`config.mk`:
```
export PLATFORM = sky130hd
export DESIGN_NAME = stereo_mixer_distance_gain
export DESIGN_NICKNAME = d
export VERILOG_FILES = /design/src/design/smdg_pkg.sv /design/src/design/smdg_ctrl.sv /design/src/design/smdg_datapath.sv /design/src/design/stereo_mixer_distance_gain.sv
export SDC_FILE = /design/constraint.sdc
export NUM_CORES = 2
export LEC_CHECK = 0
export BUFFER_PORTS_ARGS = -buffer_cell sky130_fd_sc_hd__buf_2
export CORE_ASPECT_RATIO = 1.25
export CORE_MARGIN = 2
export CORE_UTILIZATION = 45
export CTS_CLUSTER_SIZE = 20
export DETAILED_ROUTE_END_ITERATION = 7
export HOLD_SLACK_MARGIN = 0.02
export PLACE_DENSITY = 0.59
export SETUP_SLACK_MARGIN = 0.05
export SYNTH_ARGS = -nofsm -noshare
export SYNTH_HDL_FRONTEND = slang
export SYNTH_HIERARCHICAL = 1
export SYNTH_SLANG_ARGS = --single-unit
```
`constraint.sdc`:
```
create_clock -name clk -period 12.1 [get_ports clk]
set_input_delay 1.815 -clock clk [delete_from_list [all_inputs] [get_ports clk]]
set_output_delay 1.815 -clock clk [all_outputs]
set_load 0.05 [all_outputs]
```
`src/design/smdg_pkg.sv`:
```
// smdg_pkg: shared types and constants of the stereo mixer with distance gain.
// Used by smdg_ctrl, smdg_datapath and stereo_mixer_distance_gain.
package smdg_pkg;

	localparam int CFG_W     = 12;
	localparam int CFG_IDX_W = 2;

	localparam logic [CFG_IDX_W-1:0] REG_VOLUME          = 2'd0;
	localparam logic [CFG_IDX_W-1:0] REG_SPATIAL_ENABLE  = 2'd1;
	localparam logic [CFG_IDX_W-1:0] REG_MIN_DISTANCE    = 2'd2;
	localparam logic [CFG_IDX_W-1:0] REG_LISTENER_OFFSET = 2'd3;

	localparam logic [8:0]  VOLUME_RST   = 9'd128;
	localparam logic [11:0] MIN_DIST_RST = 12'd250;
	localparam logic [11:0] LST_OFF_RST  = 12'd1125;

	localparam int SQRT_STEPS = 18;
	localparam int DIV_STEPS  = 16;
	localparam int CNT_W      = 5;

	localparam logic [16:0] GAIN_UNITY = 17'h10000;

	typedef enum logic [2:0] {
		MS_DX,
		MS_DY,
		MS_DZ,
		MS_GAIN,
		MS_SUM
	} mul_sel_t;

	typedef struct packed {
		logic     load;
		logic     side;
		mul_sel_t mul_sel;
		logic     d2_clr;
		logic     d2_add;
		logic     sqrt_init;
		logic     sqrt_step;
		logic     div_init;
		logic     div_step;
		logic     gain_set;
		logic     gain_unity;
		logic     acc;
		logic     lat_l;
		logic     emit;
	} cmd_t;

	typedef struct packed {
		logic vv;
		logic last;
		logic spat;
		logic out_busy;
	} sts_t;

endpackage

```
`src/design/smdg_ctrl.sv`:
```
// smdg_ctrl: sequencer for one transaction at a time of the mixer.
// Depends on smdg_pkg; drives the command struct of smdg_datapath.
module smdg_ctrl (
	input  logic          clk,
	input  logic          arst_n,
	input  logic          in_valid,
	input  smdg_pkg::sts_t sts,
	output smdg_pkg::cmd_t cmd,
	output logic          busy
);
	import smdg_pkg::*;

	typedef enum logic [4:0] {
		S_IDLE, S_DECIDE, S_SQ_X, S_SQ_Y, S_SQ_Z, S_SQ_ADD, S_SQRT_INIT, S_SQRT,
		S_DIV_INIT, S_DIV, S_GAIN_SET, S_GAIN_UNITY, S_GMUL, S_ACC,
		S_OUT_WAIT, S_VOL_L, S_VOL_R, S_OUT_SET
	} state_t;

	state_t           state_q;
	logic             side_q;
	logic [CNT_W-1:0] cnt_q;

	always_ff @(posedge clk or negedge arst_n) begin
		if (!arst_n) begin
			state_q <= S_IDLE;
			side_q  <= 1'b0;
			cnt_q   <= '0;
		end else begin
			unique case (state_q)
				S_IDLE: if (in_valid) state_q <= S_DECIDE;
				S_DECIDE: begin
					side_q <= 1'b0;
					if (sts.vv) state_q <= sts.spat ? S_SQ_X : S_GAIN_UNITY;
					else if (sts.last) state_q <= S_OUT_WAIT;
					else state_q <= S_IDLE;
				end
				S_SQ_X:   state_q <= S_SQ_Y;
				S_SQ_Y:   state_q <= S_SQ_Z;
				S_SQ_Z:   state_q <= S_SQ_ADD;
				S_SQ_ADD: state_q <= S_SQRT_INIT;
				S_SQRT_INIT: begin
					cnt_q   <= '0;
					state_q <= S_SQRT;
				end
				S_SQRT: begin
					cnt_q <= cnt_q + 1'b1;
					if (cnt_q == CNT_W'(SQRT_STEPS - 1)) state_q <= S_DIV_INIT;
				end
				S_DIV_INIT: begin
					cnt_q   <= '0;
					state_q <= S_DIV;
				end
				S_DIV: begin
					cnt_q <= cnt_q + 1'b1;
					if (cnt_q == CNT_W'(DIV_STEPS - 1)) state_q <= S_GAIN_SET;
				end
				S_GAIN_SET:   state_q <= S_GMUL;
				S_GAIN_UNITY: state_q <= S_GMUL;
				S_GMUL:       state_q <= S_ACC;
				S_ACC: begin
					if (!side_q) begin
						side_q  <= 1'b1;
						state_q <= sts.spat ? S_SQ_X : S_GAIN_UNITY;
					end else begin
						state_q <= sts.last ? S_OUT_WAIT : S_IDLE;
					end
				end
				S_OUT_WAIT: if (!sts.out_busy) state_q <= S_VOL_L;
				S_VOL_L:    state_q <= S_VOL_R;
				S_VOL_R:    state_q <= S_OUT_SET;
				S_OUT_SET:  state_q <= S_IDLE;
				default:    state_q <= S_IDLE;
			endcase
		end
	end

	assign busy = (state_q != S_IDLE);

	always_comb begin
		cmd         = '0;
		cmd.mul_sel = MS_DX;
		cmd.side    = side_q;
		cmd.load    = (state_q == S_IDLE) && in_valid;
		unique case (state_q)
			S_SQ_X: begin
				cmd.mul_sel = MS_DX;
				cmd.d2_clr  = 1'b1;
			end
			S_SQ_Y: begin
				cmd.mul_sel = MS_DY;
				cmd.d2_add  = 1'b1;
			end
			S_SQ_Z: begin
				cmd.mul_sel = MS_DZ;
				cmd.d2_add  = 1'b1;
			end
			S_SQ_ADD:     cmd.d2_add = 1'b1;
			S_SQRT_INIT:  cmd.sqrt_init = 1'b1;
			S_SQRT:       cmd.sqrt_step = 1'b1;
			S_DIV_INIT:   cmd.div_init = 1'b1;
			S_DIV:        cmd.div_step = 1'b1;
			S_GAIN_SET:   cmd.gain_set = 1'b1;
			S_GAIN_UNITY: cmd.gain_unity = 1'b1;
			S_GMUL:       cmd.mul_sel = MS_GAIN;
			S_ACC:        cmd.acc = 1'b1;
			S_VOL_L: begin
				cmd.mul_sel = MS_SUM;
				cmd.side    = 1'b0;
			end
			S_VOL_R: begin
				cmd.mul_sel = MS_SUM;
				cmd.side    = 1'b1;
				cmd.lat_l   = 1'b1;
			end
			S_OUT_SET:    cmd.emit = 1'b1;
			default:      cmd.side = side_q;
		endcase
	end

endmodule

```
`src/design/smdg_datapath.sv`:
```
// smdg_datapath: config registers, shared multiplier, digit-serial square root,
// restoring divider, accumulators and output register. Depends on smdg_pkg.
module smdg_datapath #(
	parameter int SAMPLE_BITS = 16
) (
	input  logic                          clk,
	input  logic                          arst_n,
	input  smdg_pkg::cmd_t                cmd,
	output smdg_pkg::sts_t                sts,
	input  logic                          cfg_we,
	input  logic [smdg_pkg::CFG_IDX_W-1:0] cfg_index,
	input  logic [smdg_pkg::CFG_W-1:0]    cfg_data,
	input  logic                          voice_valid,
	input  logic signed [15:0]            left_sample,
	input  logic signed [15:0]            right_sample,
	input  logic                          stereo_voice,
	input  logic                          positional,
	input  logic signed [12:0]            pos_x,
	input  logic signed [12:0]            pos_y,
	input  logic signed [12:0]            pos_z,
	input  logic                          last_voice,
	output logic                          out_valid,
	input  logic                          out_stall,
	output logic signed [SAMPLE_BITS-1:0] out_left,
	output logic signed [SAMPLE_BITS-1:0] out_right,
	output logic                          clipped
);
	import smdg_pkg::*;

	localparam int VW = 26;
	localparam logic signed [VW-1:0] OUT_HI = VW'((64'sd1 <<< (SAMPLE_BITS - 1)) - 64'sd1);
	localparam logic signed [VW-1:0] OUT_LO = -OUT_HI - VW'(1);

	logic [8:0]  volume_q;
	logic        spat_en_q;
	logic [11:0] min_dist_q;
	logic [11:0] lst_off_q;

	logic               vv_q, last_q, spat_q;
	logic signed [15:0] smp_l_q, smp_r_q;
	logic signed [12:0] x_q, y_q, z_q;

	logic signed [42:0] prod_q;
	logic [27:0]        d2_q;
	logic [35:0]        rad_q;
	logic [19:0]        rem_q;
	logic [17:0]        root_q;
	logic [18:0]        drem_q;
	logic [15:0]        quo_q;
	logic               le_q;
	logic [16:0]        gain_q;
	logic signed [23:0] sum_l_q, sum_r_q;
	logic               clip_l_q;
	logic               out_valid_q;

	always_ff @(posedge clk or negedge arst_n) begin
		if (!arst_n) begin
			volume_q   <= VOLUME_RST;
			spat_en_q  <= 1'b0;
			min_dist_q <= MIN_DIST_RST;
			lst_off_q  <= LST_OFF_RST;
		end else if (cfg_we) begin
			unique case (cfg_index)
				REG_VOLUME:          volume_q   <= cfg_data[8:0];
				REG_SPATIAL_ENABLE:  spat_en_q  <= cfg_data[0];
				REG_MIN_DISTANCE:    min_dist_q <= cfg_data[11:0];
				REG_LISTENER_OFFSET: lst_off_q  <= cfg_data[11:0];
				default:             volume_q   <= volume_q;
			endcase
		end
	end

	// multiplier operands
	logic signed [13:0] dx, dy, dz, dsel;
	logic signed [24:0] ma;
	logic signed [17:0] mb;
	logic signed [15:0] smp;
	logic signed [23:0] sum_sel;

	assign dy = {y_q[12], y_q};
	assign dz = {z_q[12], z_q};
	assign dx = cmd.side ? ({x_q[12], x_q} - $signed({2'b00, lst_off_q}))
	                     : ({x_q[12], x_q} + $signed({2'b00, lst_off_q}));
	assign smp     = cmd.side ? smp_r_q : smp_l_q;
	assign sum_sel = cmd.side ? sum_r_q : sum_l_q;

	always_comb begin
		dsel = dx;
		ma   = '0;
		mb   = '0;
		case (cmd.mul_sel)
			MS_DX, MS_DY, MS_DZ: begin
				dsel = (cmd.mul_sel == MS_DX) ? dx : ((cmd.mul_sel == MS_DY) ? dy : dz);
				ma   = {{11{dsel[13]}}, dsel};
				mb   = {{4{dsel[13]}}, dsel};
			end
			MS_GAIN: begin
				ma = {{9{smp[15]}}, smp};
				mb = $signed({1'b0, gain_q});
			end
			MS_SUM: begin
				ma = {sum_sel[23], sum_sel};
				mb = $signed({9'b0, volume_q});
			end
			default: begin
				ma = '0;
				mb = '0;
			end
		endcase
	end

	// square root step: two radicand bits per cycle
	logic [21:0] sq_rem_n;
	logic [21:0] sq_trial;
	assign sq_rem_n = {rem_q, rad_q[35:34]};
	assign sq_trial = {2'b00, root_q, 2'b01};

	// divide step: dividend low half is zero
	logic [18:0] dv_t;
	logic [15:0] md16;
	assign dv_t = {drem_q[17:0], 1'b0};
	assign md16 = {min_dist_q, 4'b0};

	// accumulate with saturation
	logic signed [16:0] scaled;
	logic signed [24:0] acc_n;
	logic signed [23:0] acc_sat;
	assign scaled = prod_q[32:16];
	assign acc_n  = {sum_sel[23], sum_sel} + {{8{scaled[16]}}, scaled};
	always_comb begin
		if (acc_n[24] != acc_n[23]) acc_sat = acc_n[24] ? 24'sh800000 : 24'sh7FFFFF;
		else acc_sat = acc_n[23:0];
	end

	// output scaling and saturation
	logic signed [VW-1:0]          vol_v;
	logic signed [SAMPLE_BITS-1:0] vol_sat;
	logic                          vol_clip;
	assign vol_v = prod_q[33:8];
	always_comb begin
		vol_clip = 1'b1;
		if (vol_v > OUT_HI) vol_sat = OUT_HI[SAMPLE_BITS-1:0];
		else if (vol_v < OUT_LO) vol_sat = OUT_LO[SAMPLE_BITS-1:0];
		else begin
			vol_sat  = vol_v[SAMPLE_BITS-1:0];
			vol_clip = 1'b0;
		end
	end

	always_ff @(posedge clk) begin
		prod_q <= ma * mb;
		if (cmd.load) begin
			smp_l_q <= left_sample;
			smp_r_q <= stereo_voice ? right_sample : left_sample;
			x_q     <= pos_x;
			y_q     <= pos_y;
			z_q     <= pos_z;
		end
		if (cmd.d2_clr) d2_q <= '0;
		else if (cmd.d2_add) d2_q <= d2_q + prod_q[27:0];
		if (cmd.sqrt_init) begin
			rad_q  <= {d2_q, 8'b0};
			rem_q  <= '0;
			root_q <= '0;
		end else if (cmd.sqrt_step) begin
			rad_q <= {rad_q[33:0], 2'b00};
			if (sq_rem_n >= sq_trial) begin
				rem_q  <= 20'(sq_rem_n - sq_trial);
				root_q <= {root_q[16:0], 1'b1};
			end else begin
				rem_q  <= sq_rem_n[19:0];
				root_q <= {root_q[16:0], 1'b0};
			end
		end
		if (cmd.div_init) begin
			drem_q <= {3'b000, md16};
			quo_q  <= '0;
			le_q   <= (root_q <= {2'b00, md16});
		end else if (cmd.div_step) begin
			if (dv_t >= {1'b0, root_q}) begin
				drem_q <= dv_t - {1'b0, root_q};
				quo_q  <= {quo_q[14:0], 1'b1};
			end else begin
				drem_q <= dv_t;
				quo_q  <= {quo_q[14:0], 1'b0};
			end
		end
		if (cmd.gain_set) gain_q <= le_q ? GAIN_UNITY : {1'b0, quo_q};
		else if (cmd.gain_unity) gain_q <= GAIN_UNITY;
		if (cmd.lat_l) begin
			out_left <= vol_sat;
			clip_l_q <= vol_clip;
		end
		if (cmd.emit) begin
			out_right <= vol_sat;
			clipped   <= clip_l_q | vol_clip;
		end
	end

	always_ff @(posedge clk or negedge arst_n) begin
		if (!arst_n) begin
			vv_q        <= 1'b0;
			last_q      <= 1'b0;
			spat_q      <= 1'b0;
			sum_l_q     <= '0;
			sum_r_q     <= '0;
			out_valid_q <= 1'b0;
		end else begin
			if (cmd.load) begin
				vv_q   <= voice_valid;
				last_q <= last_voice;
				spat_q <= spat_en_q & positional;
			end
			if (cmd.emit) begin
				sum_l_q <= '0;
				sum_r_q <= '0;
			end else if (cmd.acc) begin
				if (cmd.side) sum_r_q <= acc_sat;
				else sum_l_q <= acc_sat;
			end
			if (cmd.emit) out_valid_q <= 1'b1;
			else if (!out_stall) out_valid_q <= 1'b0;
		end
	end

	assign out_valid    = out_valid_q;
	assign sts.vv       = vv_q;
	assign sts.last     = last_q;
	assign sts.spat     = spat_q;
	assign sts.out_busy = out_valid_q & out_stall;

endmodule

```
`src/design/stereo_mixer_distance_gain.sv`:
```
// stereo_mixer_distance_gain: top level of the stereo voice mixer.
// Instantiates smdg_ctrl and smdg_datapath; uses smdg_pkg.
//
// Usage: each input transaction carries one voice (or a frame-end marker).
// Voices add into 24-bit saturating stereo sums; a transaction with
// last_voice set scales both sums by volume, saturates them to SAMPLE_BITS
// and emits one output transaction. Config writes (cfg_we/cfg_index/cfg_data)
// take effect at the next edge and must be made while the block is idle;
// the block does not enforce this. Throughput: one voice at a time. A
// positional voice with spatial mode on runs the shared 18-step square
// root and 16-step divider once per side. Output appears in the cycle
// after OUT_SET. in_stall is high while a transaction is being worked on.
// A held output (out_stall high) blocks only the next frame emit; voices
// keep accumulating meanwhile. Reset clears sums, config to defaults and
// drops out_valid.
module stereo_mixer_distance_gain #(
	parameter int SAMPLE_BITS = 16
) (
	input  logic                          clk,
	input  logic                          arst_n,
	input  logic                          cfg_we,
	input  logic [smdg_pkg::CFG_IDX_W-1:0] cfg_index,
	input  logic [smdg_pkg::CFG_W-1:0]    cfg_data,
	input  logic                          in_valid,
	output logic                          in_stall,
	input  logic                          voice_valid,
	input  logic signed [15:0]            left_sample,
	input  logic signed [15:0]            right_sample,
	input  logic                          stereo_voice,
	input  logic                          positional,
	input  logic signed [12:0]            pos_x,
	input  logic signed [12:0]            pos_y,
	input  logic signed [12:0]            pos_z,
	input  logic                          last_voice,
	output logic                          out_valid,
	input  logic                          out_stall,
	output logic signed [SAMPLE_BITS-1:0] out_left,
	output logic signed [SAMPLE_BITS-1:0] out_right,
	output logic                          clipped
);
	import smdg_pkg::*;

	cmd_t cmd;
	sts_t sts;
	logic busy;

	smdg_ctrl u_ctrl (
		.clk      (clk),
		.arst_n   (arst_n),
		.in_valid (in_valid),
		.sts      (sts),
		.cmd      (cmd),
		.busy     (busy)
	);

	smdg_datapath #(.SAMPLE_BITS(SAMPLE_BITS)) u_dp (
		.clk          (clk),
		.arst_n       (arst_n),
		.cmd          (cmd),
		.sts          (sts),
		.cfg_we       (cfg_we),
		.cfg_index    (cfg_index),
		.cfg_data     (cfg_data),
		.voice_valid  (voice_valid),
		.left_sample  (left_sample),
		.right_sample (right_sample),
		.stereo_voice (stereo_voice),
		.positional   (positional),
		.pos_x        (pos_x),
		.pos_y        (pos_y),
		.pos_z        (pos_z),
		.last_voice   (last_voice),
		.out_valid    (out_valid),
		.out_stall    (out_stall),
		.out_left     (out_left),
		.out_right    (out_right),
		.clipped      (clipped)
	);

	assign in_stall = busy;

`ifndef ASSERT_OFF
	// one transaction in flight at a time
	a_one_item: assert property (@(posedge clk) disable iff (!arst_n)
		in_valid && !in_stall |=> in_stall)
		else $error("input taken while a transaction is in progress");

	// a result is only produced by the sequencer's emit step
	a_emit_busy: assert property (@(posedge clk) disable iff (!arst_n)
		$rose(out_valid) |-> $past(in_stall))
		else $error("output raised outside of a frame emit");

	// a waiting result is not overwritten by the next frame
	a_out_hold: assert property (@(posedge clk) disable iff (!arst_n)
		out_valid && out_stall |=> out_valid && $stable(out_left) && $stable(out_right))
		else $error("pending output changed");
`endif

endmodule
```
==> out/results.txt <==
The remaining design rule violation count is 0. Data on the critical path is required at its endpoint by 12520 ps. The slack of the worst reg-to-reg path was 950 ps; the buffer count from post-CTS setup fixing was 0.

The synthesized design contains 382 register bits. Synthesis produced a netlist whose cell count is 3523. In this run the deepest clock path goes through 3 buffers. Summing the areas of all compound-gate instances in the mapped netlist gives 11.54% of the synthesized area.

The critical path is of the reg -> reg type. The async set or reset register ratio after synthesis was 25.39%; the post-DP HPWL was 72.49 mm. After synthesis, the largest family of logic cells by area is adder cells. For this run, the top clock speed supported by timing is 89.70 MHz.

The largest area contributor in the netlist is sky130_fd_sc_hd__fa_1. In this run the core area contains 112 standard-cell rows. The worst hold path passes through 2 cells. The worst hold path begins at u_dp/sum_l_q[20]$_DFFE_PN0P_.

The first-iteration detailed-routing DRC count is 1589. The filler cells instantiated in the layout total 6957. Wires add up to 91.53 mm. Critical path launch point type: a flip-flop.

At the worst endpoint, the arrival time is 11560 ps. For the I/O pin count, the log shows 129. The slowest stage of the critical path is the sky130_fd_sc_hd__a21oi_2 cell. During synthesis, Yosys emitted a total of 6 warnings. The number of vias per cell is 5.402. The synthesized design contains 163 enable-type register cells.

TritonCTS built the clock tree. In the final design database the tool counted 4271 nets. The pin slew with the least headroom to its limit works out to 1140 ps. The count of nets left with antenna violations once routing finished came out at 0. The number of clock sinks seen by CTS came out at 382. The destination of the worst register-to-register timing path is u_dp/prod_q[33]$_DFF_P_. The share of synthesized cell area in and, or, nand and nor gates works out to 13.28%.

The routed length per placed instance works out to 19.84 um. From bottom edge to top edge, the die measures 310.1 um. The final-report hold violation count came out at 0. The average instance in the mapped netlist occupies 9.575 um2. The run gives 0 as the post-cts resize count.

Of the cells placed in the final design, the portion with a size suffix greater than 1 is 11.67%. The routed layout has 24.92k vias. The first global-routing pass estimated 143.9 mm of wire. Summing all multi-input logic gate instances after layout gives 21460 um2. The tools report the sequential cell area in the final layout as 9779 um2.

The width of the die is 248.9 um, and the area of the die is 77180 um2. In this design, the stage delay of the slowest critical-path cell is 750 ps. The number of global-route vias before repair was 25.49k.

The tool flagged a number of max-cap violations equal to 0. The first-pass iteration count of the detailed router is 5. The most numerous cell in the Yosys netlist is sky130_fd_sc_hd__inv_1. Number of max-slew violations in the final report: 0. Entering global routing, the biggest net connects 72 pins.

The final critical path takes up 92.13% of the cycle. Once the floorplan was initialized, standard cells occupied 45.33% of the core. Summed over all failing endpoints, the final setup total negative slack is 0 ps.

The shortest period the worst path allows is 11150 ps. The number of antenna violations at the first check in global routing is 2, and the logic depth of the worst register-to-register path is 39. The signed area change from the synthesized netlist to the final layout is 9.407%, and the total track usage is 23.99%.

The largest fanout of any net on the critical path was 23. In this run the tightest slew margin relative to its limit is 23.93%. The remaining global-route overflow is 0. Among the stages of the critical path, the cell type that occurs most often is sky130_fd_sc_hd__fa_1. Across the routed clock network, the largest skew measured is 55.26 ps. Routability-driven placement finished with a final weighted congestion of 0.9069.

Clock latency on the worst-skew pair, taken at its later pin, is 590 ps. Of the total synthesized cell area, the portion taken by XOR and XNOR cells is 3.364%. Path type of the worst min-delay path: reg -> reg. After synthesis, the share of cell area in mux cells is 6.068%. For the proportion of synthesized chip area in sequential cells, the log shows 28.99%. Yosys attributes the largest share of cell area to sky130_fd_sc_hd__fa_1, sky130_fd_sc_hd__edfxtp_1, sky130_fd_sc_hd__ha_1. Setup violations remaining at the end of the flow were counted as 0. The H-tree was split into 2 levels.

The tools report the startpoint of the worst register-to-register path as u_ctrl/state_q[4]$_DFFE_PN0P_. The region available for standard cell placement spans 74410 um2. The flow ran to the end, and the final reports show no timing, DRC or antenna violations. The number of buffers created by CTS was 42. The netlist uses 97 different library cells. The tools report the sink of the worst hold path as u_dp/sum_l_q[20]$_DFFE_PN0P_. Setup repair after global routing left no endpoint under its margin. STA classifies the critical path endpoint as a flip-flop. The synthesized design devotes to its leading area cell type 21.01% of total area. After synthesis, the most frequently instantiated cells are sky130_fd_sc_hd__inv_1, sky130_fd_sc_hd__nand2_1, sky130_fd_sc_hd__fa_1. The most common flop cell mapped by yosys was sky130_fd_sc_hd__edfxtp_1. Clock root buffer master: sky130_fd_sc_hd__clkbuf_16. Buffers placed on the I/O ports in this run total 128. After clock tree synthesis, the clock-pin slew on the worst setup and hold paths is 60 ps. The total of hold buffers inserted after clock tree synthesis is 0, and the final core utilization is 49.60%. After Yosys synthesis, full adders, half adders and majority gates account for 29.12% of the synthesized area.

The most critical setup path has its startpoint at u_ctrl/state_q[4]$_DFFE_PN0P_. The cell area after technology mapping came out at 33730 um2.
-- final cells by class --
class	instances	share of cell area, %
Multi-Input combinational cell	2469	58.16
Sequential cell	382	26.50
Inverter	532	5.414
Tap cell	969	3.285
Clock buffer	49	2.973
Timing Repair Buffer	182	2.841
Clock inverter	29	0.8238
Antenna cell	1	0.006781
-- worst max path at each step --
stage | end | slack (ps)
finish | u_dp/prod_q[33]$_DFF_P_ | 950
global route | u_dp/prod_q[33]$_DFF_P_ | 220
CTS | u_dp/prod_q[33]$_DFF_P_ | 1020
detailed placement | u_dp/prod_q[33]$_DFF_P_ | 1090
global placement | u_dp/prod_q[33]$_DFF_P_ | 1260
floorplan | u_dp/prod_q[33]$_DFF_P_ | 1050
-- placed cells by master, fill, tap and decap left out, types with 55 or more instances in the layout --
cell	count
sky130_fd_sc_hd__fa_1	354
sky130_fd_sc_hd__buf_2	127
sky130_fd_sc_hd__buf_4	55
sky130_fd_sc_hd__nor2_1	302
sky130_fd_sc_hd__a21oi_1	121
sky130_fd_sc_hd__ha_1	214
sky130_fd_sc_hd__dfrtp_1	85
sky130_fd_sc_hd__mux2_2	100
sky130_fd_sc_hd__a21o_1	60
sky130_fd_sc_hd__mux2i_1	89
sky130_fd_sc_hd__inv_1	525
sky130_fd_sc_hd__xnor2_1	91
sky130_fd_sc_hd__nand2_1	405
sky130_fd_sc_hd__o21ai_0	83
sky130_fd_sc_hd__and2_1	70
sky130_fd_sc_hd__edfxtp_1	163
sky130_fd_sc_hd__dfxtp_1	122
-- registers in the layout (all words and copies together) (netlist names), 17 cells and up --
| signal | cells |
|---|---|
| u_dp/root_q | 18 |
| u_dp/gain_q | 17 |
| u_dp/rad_q | 28 |
| u_dp/prod_q | 34 |
| u_dp/d2_q | 28 |
| u_dp/rem_q | 20 |
| u_dp/sum_r_q | 24 |
| u_dp/drem_q | 18 |
| u_dp/sum_l_q | 24 |
-- layer usage --
metal  wire, um  part of all wire [%]  up-vias  global-route usage (%)
li1           -                     -    11786                       -
met1      38320                    42    12257                   30.17
met2      45040                    49      706                   42.39
met3       4511                   4.9      167                   3.053
met4       3636                   4.0        4                   8.879
met5         22                 0.024        -                       0
-- metrics by stage --
step	worst slack, ps	area [um2]	cells	hold WS, ps
floorplan	1049	33740	3524	442.3
global placement	1261	35500	4534	462.3
CTS	1020	36900	4612	486.8
finish	952.2	36910	4613	482.2
global route	218.3	36900	4612	505.4
detailed placement	1093	35500	4534	472.5
-- kinds of logic (layout without fill, tap and decap cells) --
group	Yosys count	in the layout
and+or+nand+nor	999	999
buffers and inverters	673	792
adders and majority gates	574	574
AOI/OAI and AO/OA	574	574
DFF	382	382
muxes	191	191
xor gates and xnor gates	128	128
other	2	4
-- worst max-delay path: cells and delay by family, from the launching register on --
family,cells,cell delay (ps)
compound gates,12,3340
xor+xnor,1,260
fa+ha+maj,8,3650
mux,1,350
buf+inv,7,930
simple gates,10,2110
flops,1,320
Power is left out: the tool's default activity adds up to more than one toggle a clock period on the data nets, which glitch-free logic cannot reach.
